[src/design/blds_pkg.sv]
// Shared types and codes for the bounded list deque with search.
// Used by blds_cell, blds_ctrl and the top level; depends on nothing.
package blds_pkg;

   localparam int DATA_W = 32;

   // Operation codes carried on the request side
   localparam logic [1:0] MODE_PUSH_FRONT = 2'd0;
   localparam logic [1:0] MODE_PUSH_BACK  = 2'd1;
   localparam logic [1:0] MODE_POP_FRONT  = 2'd2;
   localparam logic [1:0] MODE_SEARCH     = 2'd3;

   // Status codes carried on the response side
   localparam logic [1:0] STATUS_OK        = 2'd0;
   localparam logic [1:0] STATUS_EMPTY     = 2'd1;
   localparam logic [1:0] STATUS_FULL      = 2'd2;
   localparam logic [1:0] STATUS_NOT_FOUND = 2'd3;

   // Operation that every cell of the chain carries out
   typedef enum logic [1:0] {
      CHAIN_HOLD       = 2'd0,
      CHAIN_SHIFT_UP   = 2'd1,   // take the neighbour nearer the head
      CHAIN_SHIFT_DOWN = 2'd2,   // take the neighbour further from the head
      CHAIN_LOAD       = 2'd3    // the selected cell takes the key
   } chain_op_type;

   typedef struct packed {
      chain_op_type        op;
      logic                wrap;  // tail cell takes the head cell instead of itself
      logic [DATA_W-1:0]   key;
   } chain_cmd_type;

endpackage

[src/design/bounded_list_deque_with_search.sv]
// Bounded list deque with search: a chain of DEPTH cells, cell 0 holding the head.
// Push/pop items answer in the next cycle; a new item is taken every cycle while rsp_tready holds.
// A search rotates the whole chain once past the head cell; no item is taken during the walk.
// The next item can be taken with the search result.
// Synchronous active-high reset empties the list; cell contents stay undefined until written.
// Depends on blds_pkg, blds_cell and blds_ctrl.
module bounded_list_deque_with_search #(
   parameter int DEPTH = 64
) (
   input  logic         clock,
   input  logic         reset,
   input  logic         req_tvalid,
   output logic         req_tready,
   input  logic [31:0]  req_tdata,   // [31:0] value
   input  logic [1:0]   req_tuser,   // [1:0] mode
   output logic         rsp_tvalid,
   input  logic         rsp_tready,
   output logic [15:0]  rsp_tdata,   // [5:0] position, [12:6] length, [15:13] zero
   output logic [1:0]   rsp_tuser    // [1:0] status
);
   import blds_pkg::*;

   localparam int CW = $clog2(DEPTH + 1);

   chain_cmd_type     cmd;
   logic [CW-1:0]     count;
   logic [DATA_W-1:0] cell_data [DEPTH];
   logic [1:0]        rsp_status;
   logic [5:0]        rsp_position;
   logic [6:0]        rsp_length;

   blds_ctrl #(
      .DEPTH (DEPTH)
   ) u_ctrl (
      .clock        (clock),
      .reset        (reset),
      .req_tvalid   (req_tvalid),
      .req_tready   (req_tready),
      .req_value    (req_tdata),
      .req_mode     (req_tuser),
      .rsp_tvalid   (rsp_tvalid),
      .rsp_tready   (rsp_tready),
      .rsp_status   (rsp_status),
      .rsp_position (rsp_position),
      .rsp_length   (rsp_length),
      .head_data    (cell_data[0]),
      .cmd          (cmd),
      .count        (count)
   );

   // build the chain; the head cell takes the key, the tail takes the head when rotating
   for (genvar i = 0; i < DEPTH; i++) begin : g_cell
      logic [DATA_W-1:0] left;
      logic [DATA_W-1:0] right;

      if (i == 0) begin : g_head
         assign left = cmd.key;
      end else begin : g_body
         assign left = cell_data[i-1];
      end

      if (i == DEPTH - 1) begin : g_tail
         assign right = cmd.wrap ? cell_data[0] : cell_data[i];
      end else begin : g_inner
         assign right = cell_data[i+1];
      end

      blds_cell u_cell (
         .clock      (clock),
         .cmd        (cmd),
         .from_left  (left),
         .from_right (right),
         .load_here  (count == CW'(i)),
         .data_out   (cell_data[i])
      );
   end

   assign rsp_tdata = {3'b000, rsp_length, rsp_position};
   assign rsp_tuser = rsp_status;

   // entry count never exceeds the chain length
   a_count_bound : assert property (@(posedge clock) disable iff (reset)
      count <= CW'(DEPTH))
      else $error("entry count beyond depth");

   // a push at the head on a non-full list grows it by one
   a_push_grows : assert property (@(posedge clock) disable iff (reset)
      (req_tvalid && req_tready && req_tuser == MODE_PUSH_FRONT && count < CW'(DEPTH))
      |=> count == $past(count) + CW'(1))
      else $error("push front did not grow the list");

   // no item is taken while a search walk is under way
   a_search_busy : assert property (@(posedge clock) disable iff (reset)
      (req_tvalid && req_tready && req_tuser == MODE_SEARCH) |=> !req_tready)
      else $error("item taken during search walk");

   // a pop on an empty list is reported at once
   a_pop_empty : assert property (@(posedge clock) disable iff (reset)
      (req_tvalid && req_tready && req_tuser == MODE_POP_FRONT && count == '0)
      |=> (rsp_tvalid && rsp_tuser == STATUS_EMPTY && count == '0))
      else $error("pop on empty list not reported");

endmodule

[src/design/blds_cell.sv]
// One storage cell of the list chain: holds a single entry.
// Depends on blds_pkg for the chain command type.
module blds_cell (
   input  logic                         clock,
   input  blds_pkg::chain_cmd_type      cmd,
   input  logic [blds_pkg::DATA_W-1:0]  from_left,
   input  logic [blds_pkg::DATA_W-1:0]  from_right,
   input  logic                         load_here,
   output logic [blds_pkg::DATA_W-1:0]  data_out
);
   import blds_pkg::*;

   logic [DATA_W-1:0] data_ff;
   logic [DATA_W-1:0] data_in;

   // select the next entry from the neighbours, the key or self
   always_comb begin
      data_in = data_ff;
      case (cmd.op)
         CHAIN_HOLD:       data_in = data_ff;
         CHAIN_SHIFT_UP:   data_in = from_left;
         CHAIN_SHIFT_DOWN: data_in = from_right;
         CHAIN_LOAD: begin
            if (load_here) begin
               data_in = cmd.key;
            end
         end
         default:          data_in = data_ff;
      endcase
   end

   // hold the entry; contents are undefined until written
   always_ff @(posedge clock) begin
      data_ff <= data_in;
   end

   assign data_out = data_ff;

endmodule

[src/design/blds_ctrl.sv]
// Sequencer of the list: handshakes, entry count, search walk and result register.
// Depends on blds_pkg; drives the command shared by all cells of the chain.
module blds_ctrl #(
   parameter int DEPTH = 64
) (
   input  logic                              clock,
   input  logic                              reset,
   input  logic                              req_tvalid,
   output logic                              req_tready,
   input  logic [blds_pkg::DATA_W-1:0]       req_value,
   input  logic [1:0]                        req_mode,
   output logic                              rsp_tvalid,
   input  logic                              rsp_tready,
   output logic [1:0]                        rsp_status,
   output logic [5:0]                        rsp_position,
   output logic [6:0]                        rsp_length,
   input  logic [blds_pkg::DATA_W-1:0]       head_data,
   output blds_pkg::chain_cmd_type           cmd,
   output logic [$clog2(DEPTH+1)-1:0]        count
);
   import blds_pkg::*;

   localparam int IW = $clog2(DEPTH);
   localparam int CW = $clog2(DEPTH + 1);
   localparam logic [IW-1:0] LAST_STEP = IW'(DEPTH - 1);
   localparam logic [CW-1:0] FULL_COUNT = CW'(DEPTH);

   typedef enum logic [1:0] {
      STATE_IDLE   = 2'b01,
      STATE_SEARCH = 2'b10
   } state_type;

   state_type         state_ff, state_in;
   logic [CW-1:0]     count_ff, count_in;
   logic [IW-1:0]     step_ff, step_in;
   logic              found_ff, found_in;
   logic [IW-1:0]     hit_ff, hit_in;
   logic [DATA_W-1:0] key_ff, key_in;
   logic              rsp_valid_ff, rsp_valid_in;
   logic [1:0]        rsp_status_ff, rsp_status_in;
   logic [5:0]        rsp_pos_ff, rsp_pos_in;
   logic [6:0]        rsp_len_ff, rsp_len_in;

   logic              accept;
   logic              live_step;
   logic              match_now;
   logic [IW+5:0]     pos_ext;
   logic [CW+6:0]     len_ext;

   assign req_tready = (state_ff == STATE_IDLE) && (!rsp_valid_ff || rsp_tready);
   assign accept     = req_tvalid && req_tready;

   // compare the entry now at the head cell during the walk
   assign live_step = CW'(step_ff) < count_ff;
   assign match_now = (state_ff == STATE_SEARCH) && !found_ff && live_step
                      && (head_data == key_ff);

   // decide the chain command, the count and the result
   always_comb begin
      state_in      = state_ff;
      count_in      = count_ff;
      step_in       = step_ff;
      found_in      = found_ff;
      hit_in        = hit_ff;
      key_in        = key_ff;
      rsp_valid_in  = rsp_valid_ff && !rsp_tready;
      rsp_status_in = rsp_status_ff;
      rsp_pos_in    = rsp_pos_ff;
      rsp_len_in    = rsp_len_ff;
      cmd.op        = CHAIN_HOLD;
      cmd.wrap      = 1'b0;
      cmd.key       = req_value;
      pos_ext       = '0;
      len_ext       = '0;

      case (state_ff)
         STATE_IDLE: begin
            if (accept) begin
               rsp_status_in = STATUS_OK;
               rsp_pos_in    = '0;
               case (req_mode)
                  MODE_PUSH_FRONT: begin
                     if (count_ff == FULL_COUNT) begin
                        rsp_status_in = STATUS_FULL;
                     end else begin
                        cmd.op   = CHAIN_SHIFT_UP;
                        count_in = count_ff + CW'(1);
                     end
                  end
                  MODE_PUSH_BACK: begin
                     if (count_ff == FULL_COUNT) begin
                        rsp_status_in = STATUS_FULL;
                     end else begin
                        cmd.op   = CHAIN_LOAD;
                        count_in = count_ff + CW'(1);
                     end
                  end
                  MODE_POP_FRONT: begin
                     if (count_ff == '0) begin
                        rsp_status_in = STATUS_EMPTY;
                     end else begin
                        cmd.op   = CHAIN_SHIFT_DOWN;
                        count_in = count_ff - CW'(1);
                     end
                  end
                  default: begin
                     // start the walk; the result follows at its end
                     state_in = STATE_SEARCH;
                     step_in  = '0;
                     found_in = 1'b0;
                     hit_in   = '0;
                     key_in   = req_value;
                  end
               endcase
               if (req_mode != MODE_SEARCH) begin
                  len_ext      = {7'b0, count_in};
                  rsp_valid_in = 1'b1;
                  rsp_len_in   = len_ext[6:0];
               end
            end
         end
         STATE_SEARCH: begin
            // rotate the whole chain towards the head so every entry passes it in order
            cmd.op   = CHAIN_SHIFT_DOWN;
            cmd.wrap = 1'b1;
            step_in  = step_ff + IW'(1);
            if (match_now) begin
               found_in = 1'b1;
               hit_in   = step_ff;
            end
            if (step_ff == LAST_STEP) begin
               state_in      = STATE_IDLE;
               pos_ext       = {6'b0, hit_in};
               len_ext       = {7'b0, count_ff};
               rsp_valid_in  = 1'b1;
               rsp_status_in = found_in ? STATUS_OK : STATUS_NOT_FOUND;
               rsp_pos_in    = found_in ? pos_ext[5:0] : 6'd0;
               rsp_len_in    = len_ext[6:0];
            end
         end
         default: begin
            state_in = STATE_IDLE;
         end
      endcase
   end

   // advance control state
   always_ff @(posedge clock) begin
      if (reset) begin
         state_ff     <= STATE_IDLE;
         count_ff     <= '0;
         rsp_valid_ff <= 1'b0;
      end else begin
         state_ff     <= state_in;
         count_ff     <= count_in;
         rsp_valid_ff <= rsp_valid_in;
      end
   end

   // hold walk progress and the result item
   always_ff @(posedge clock) begin
      step_ff       <= step_in;
      found_ff      <= found_in;
      hit_ff        <= hit_in;
      key_ff        <= key_in;
      rsp_status_ff <= rsp_status_in;
      rsp_pos_ff    <= rsp_pos_in;
      rsp_len_ff    <= rsp_len_in;
   end

   assign rsp_tvalid   = rsp_valid_ff;
   assign rsp_status   = rsp_status_ff;
   assign rsp_position = rsp_pos_ff;
   assign rsp_length   = rsp_len_ff;
   assign count        = count_ff;

endmodule

[config.mk]
export PLATFORM = sky130hd
export DESIGN_NAME = bounded_list_deque_with_search
export DESIGN_NICKNAME = d
export VERILOG_FILES = /design/src/design/blds_pkg.sv /design/src/design/bounded_list_deque_with_search.sv /design/src/design/blds_cell.sv /design/src/design/blds_ctrl.sv
export SDC_FILE = /design/constraint.sdc
export NUM_CORES = 2
export LEC_CHECK = 0
export BUFFER_PORTS_ARGS = -buffer_cell sky130_fd_sc_hd__buf_2
export CAP_MARGIN = 20
export CORE_MARGIN = 5
export CORE_UTILIZATION = 45
export DETAILED_ROUTE_END_ITERATION = 7
export GPL_ROUTABILITY_DRIVEN = 0
export SKIP_CTS_REPAIR_TIMING = 1
export SLEW_MARGIN = 20
export SYNTH_ARGS = -nofsm -noshare
export SYNTH_HDL_FRONTEND = slang
export SYNTH_SLANG_ARGS = --single-unit
[constraint.sdc]
create_clock -name clock -period 8.4 [get_ports clock]
set_input_delay 0.42 -clock clock [delete_from_list [all_inputs] [get_ports clock]]
set_output_delay 0.42 -clock clock [all_outputs]
set_load 0.01 [all_outputs]
==> flow_summary.toml <==
[final_layout]
fillers = 20700
fin_util_pct = 49.1
syn2layout_area_growth_pct = 8.85
drive_gt1_share_pct = 6.93
fin_nets = 9124

[global_route]
grt_max_degree = 287
grt_pass1_vias = 76400
grt_pass1_wl_um = 465000
overflow = 0
gr-usage-all-layers_pct = 24.3
antenna_found_initial = 1

[timing]
post-route-min-period_ns = 5.14
final.period_utilization_pct = 61.2
maxSlewViolCount = 0
max_freq_ghz = 0.195
tns_ns = 0
tightest_slew_ns = 1.40
rsz0062_at_grt = "false"
final-hold-violation-count = 0
setup_viol = 0
slew_headroom_pct = 6.52
skew_ns = 0.0534

[critical_path]
worst-setup-path-type = "reg -> reg"
startpoint_type = "register"
cp-end-kind = "register"
crit_fanout = 169
cp.arrival_ns = 5.82
required_ns = 9.08

[synth]
synth-seq-area-share_pct = 62.1
ys_types = 59
ys.flop_type = "edfxtp_1"
synth-edff-count = 2108
yosys_warnings = 0
async_flop_share_pct = 0
ys_ff_latch = 2118
avgSynthCellArea_sq_um = 10.5
syn-instance-count = 9767
syn_area_sq_um = 102000

[route]
via_per_inst = 6.47
routed_wl_um = 301000
ant_nets = 0
wl_per_cell_um = 24.5
drt_iter0_markers = 11500
via_count = 79400
first_pass_iters = 6
drc = 0

[floorplan]
core_area_sq_um = 227000
die_area_sq_um = 237000
start_util_pct = 45.1
die_width_um = 487
die_h_um = 487
io-pin-count = 58
rows = 175

[run_status]
status = "complete, no violations"

[cts]
cts_buffer_depth = 3
cts-root-buf = "clkbuf_16"
cts_tree = "built"
cts_buffers = 219
h-tree-depth = 4
path_clk_slew_ns = 0.06
clock_latency_ns = 0.88
cts.sinks = 2118

[power_and_ir_drop]
leakagePower_nw = 39.2
ir_worst_vdd_uv = 237
pwr_density_cell_nw_per_um2 = 270

[place]
io_buffers = 54
hpwl_um = 166000

[hold_path]
hold_class = "in -> reg"

[job]
cap_violations = 0
-- layout make-up --
type                    instances  area [sq um]  area share, %
clock buffers                 276          5810           5.22
multi-input cells            6391         34000           30.6
clock inverters               129          1040          0.935
flip-flops and latches       2118         63500           57.1
repair buffers                233          2740           2.46
inverters                     111           417          0.374
well taps                    3009          3760           3.38
diodes                          2          5.00        0.00450
-- per-stage QoR --
| step | cell area (sq um) | hold WS (ns) | cells | power, mW | setup WS, ns |
|---|---|---|---|---|---|
| 2_1_floorplan | 102000 | 0.452 | 9769 | 18.6 | 4.05 |
| 3_3_place_gp | 103000 | 0.460 | 11800 | 20.3 | 3.65 |
| 3_5_place_dp | 104000 | 0.488 | 11800 | 20.5 | 3.47 |
| 4_1_cts | 110000 | -0.296 | 12200 | 30.0 | 3.46 |
| 5_1_grt | 111000 | 0.0906 | 12300 | 31.3 | 3.05 |
| 6_report | 111000 | 0.123 | 12300 | 30.0 | 3.26 |
-- power breakdown --
group	switching, mW	internal [mW]
clock	4.20	5.30
sequential	0.964	14.1
combinational	3.69	1.76
-- cell usage after synthesis, types with 2 or more instances --
library cell  count  area share, %
a211oi_1          4          0.029
clkbuf_2         85           0.42
or3_1             2          0.012
clkbuf_1        708            2.6
inv_1           110           0.40
a22oi_1           3          0.022
buf_2           224            1.1
o2bb2ai_1         2          0.017
a221oi_1          3          0.026
edfxtp_1       2108             62
ha_1             12           0.15
o31ai_1           5          0.037
a21o_1            3          0.022
buf_6            13           0.14
o32ai_1           2          0.017
a31oi_1           5          0.031
nor2b_1           6          0.037
mux2_2           32           0.35
xnor2_1          32           0.27
a2111oi_0         3          0.026
and3_1           41           0.25
nor2_1           25          0.092
buf_4           110           0.81
a21oi_1        2094             10
dfxtp_1          10           0.20
mux2i_1         103            1.0
buf_1             4          0.015
xor2_1            4          0.034
nand4_1          10          0.061
nor3_1            8          0.039
nor4_1            2          0.012
nand2_1          84           0.31
and2_1            7          0.043
nand2b_1          6          0.037
o21ai_1          46           0.23
buf_12            4          0.078
o21ai_0        1886            9.2
nand3_1        1940            9.5
-- logic make-up after synthesis --
logic type,share of synthesized area [%]
compound gates,20.1
xor+xnor,0.308
fa+ha+maj,0.147
buf+inv,5.58
flops,62.1
mux,1.36
other cells,0.00367
simple gates,10.4
-- routing by layer --
layer  GRT usage, %  part of all wire [%]  up-vias
li1               -                     -    35400
met4           7.51                   3.0        0
met3           3.71                   9.1      493
met1           37.3                    44    39200
met5              0                     0        -
met2           35.4                    43     4306
-- layout by cell type (no fill, tap or decap), types with 33 or more instances in the layout --
| cell type | synthesis | layout |
|---|---|---|
| dlygate4sd3_1 | 0 | 33 |
| o21ai_0 | 1886 | 1886 |
| o21ai_1 | 46 | 46 |
| clkbuf_16 | 0 | 223 |
| nand2_1 | 84 | 83 |
| buf_16 | 0 | 34 |
| clkinv_1 | 1 | 63 |
| a21oi_1 | 2094 | 2028 |
| clkbuf_1 | 708 | 50 |
| a21oi_4 | 0 | 65 |
| nand3_1 | 1940 | 1940 |
| clkinv_2 | 0 | 40 |
| inv_1 | 110 | 110 |
| buf_4 | 110 | 83 |
| edfxtp_1 | 2108 | 2108 |
| mux2i_1 | 103 | 103 |
| buf_2 | 224 | 54 |
-- state kept, by name (all words and copies together), names as in the netlist --
signal	count
u_ctrl.state_ff	2
u_ctrl.hit_ff	6
g_cell.u_cell.data_out	2048
u_ctrl.rsp_length	7
u_ctrl.step_ff	6
u_ctrl.rsp_tvalid	1
u_ctrl.count	7
u_ctrl.found_ff	1
u_ctrl.rsp_status	2
u_ctrl.key_ff	32
u_ctrl.rsp_position	6
-- critical path: stages (launching register included) --
cell and delay, ns:
dfxtp_1 0.41, inv_1 0.22, ha_1 0.38, clkinv_1 0.37, o311ai_1 0.45, a21o_4 0.48, buf_12 0.58, buf_4 0.67
buf_4 0.84, nand3_1 0.15, o21ai_0 0.14
-- path summary, 6_finish.rpt --
kind | from | end | slack (ns) | cells past startpoint
min | req_tuser[1] | u_ctrl.rsp_length[1] | 0.12 | 2
max | u_ctrl.count[1] | g_cell[28].u_cell.data_out[2] | 3.26 | 10
max reg2reg | u_ctrl.count[1] | g_cell[28].u_cell.data_out[2] | 3.26 | 10
min reg2reg | u_ctrl.state_ff[1] | u_ctrl.state_ff[1] | 0.51 | 2
Power figures use the tool's default switching activity.
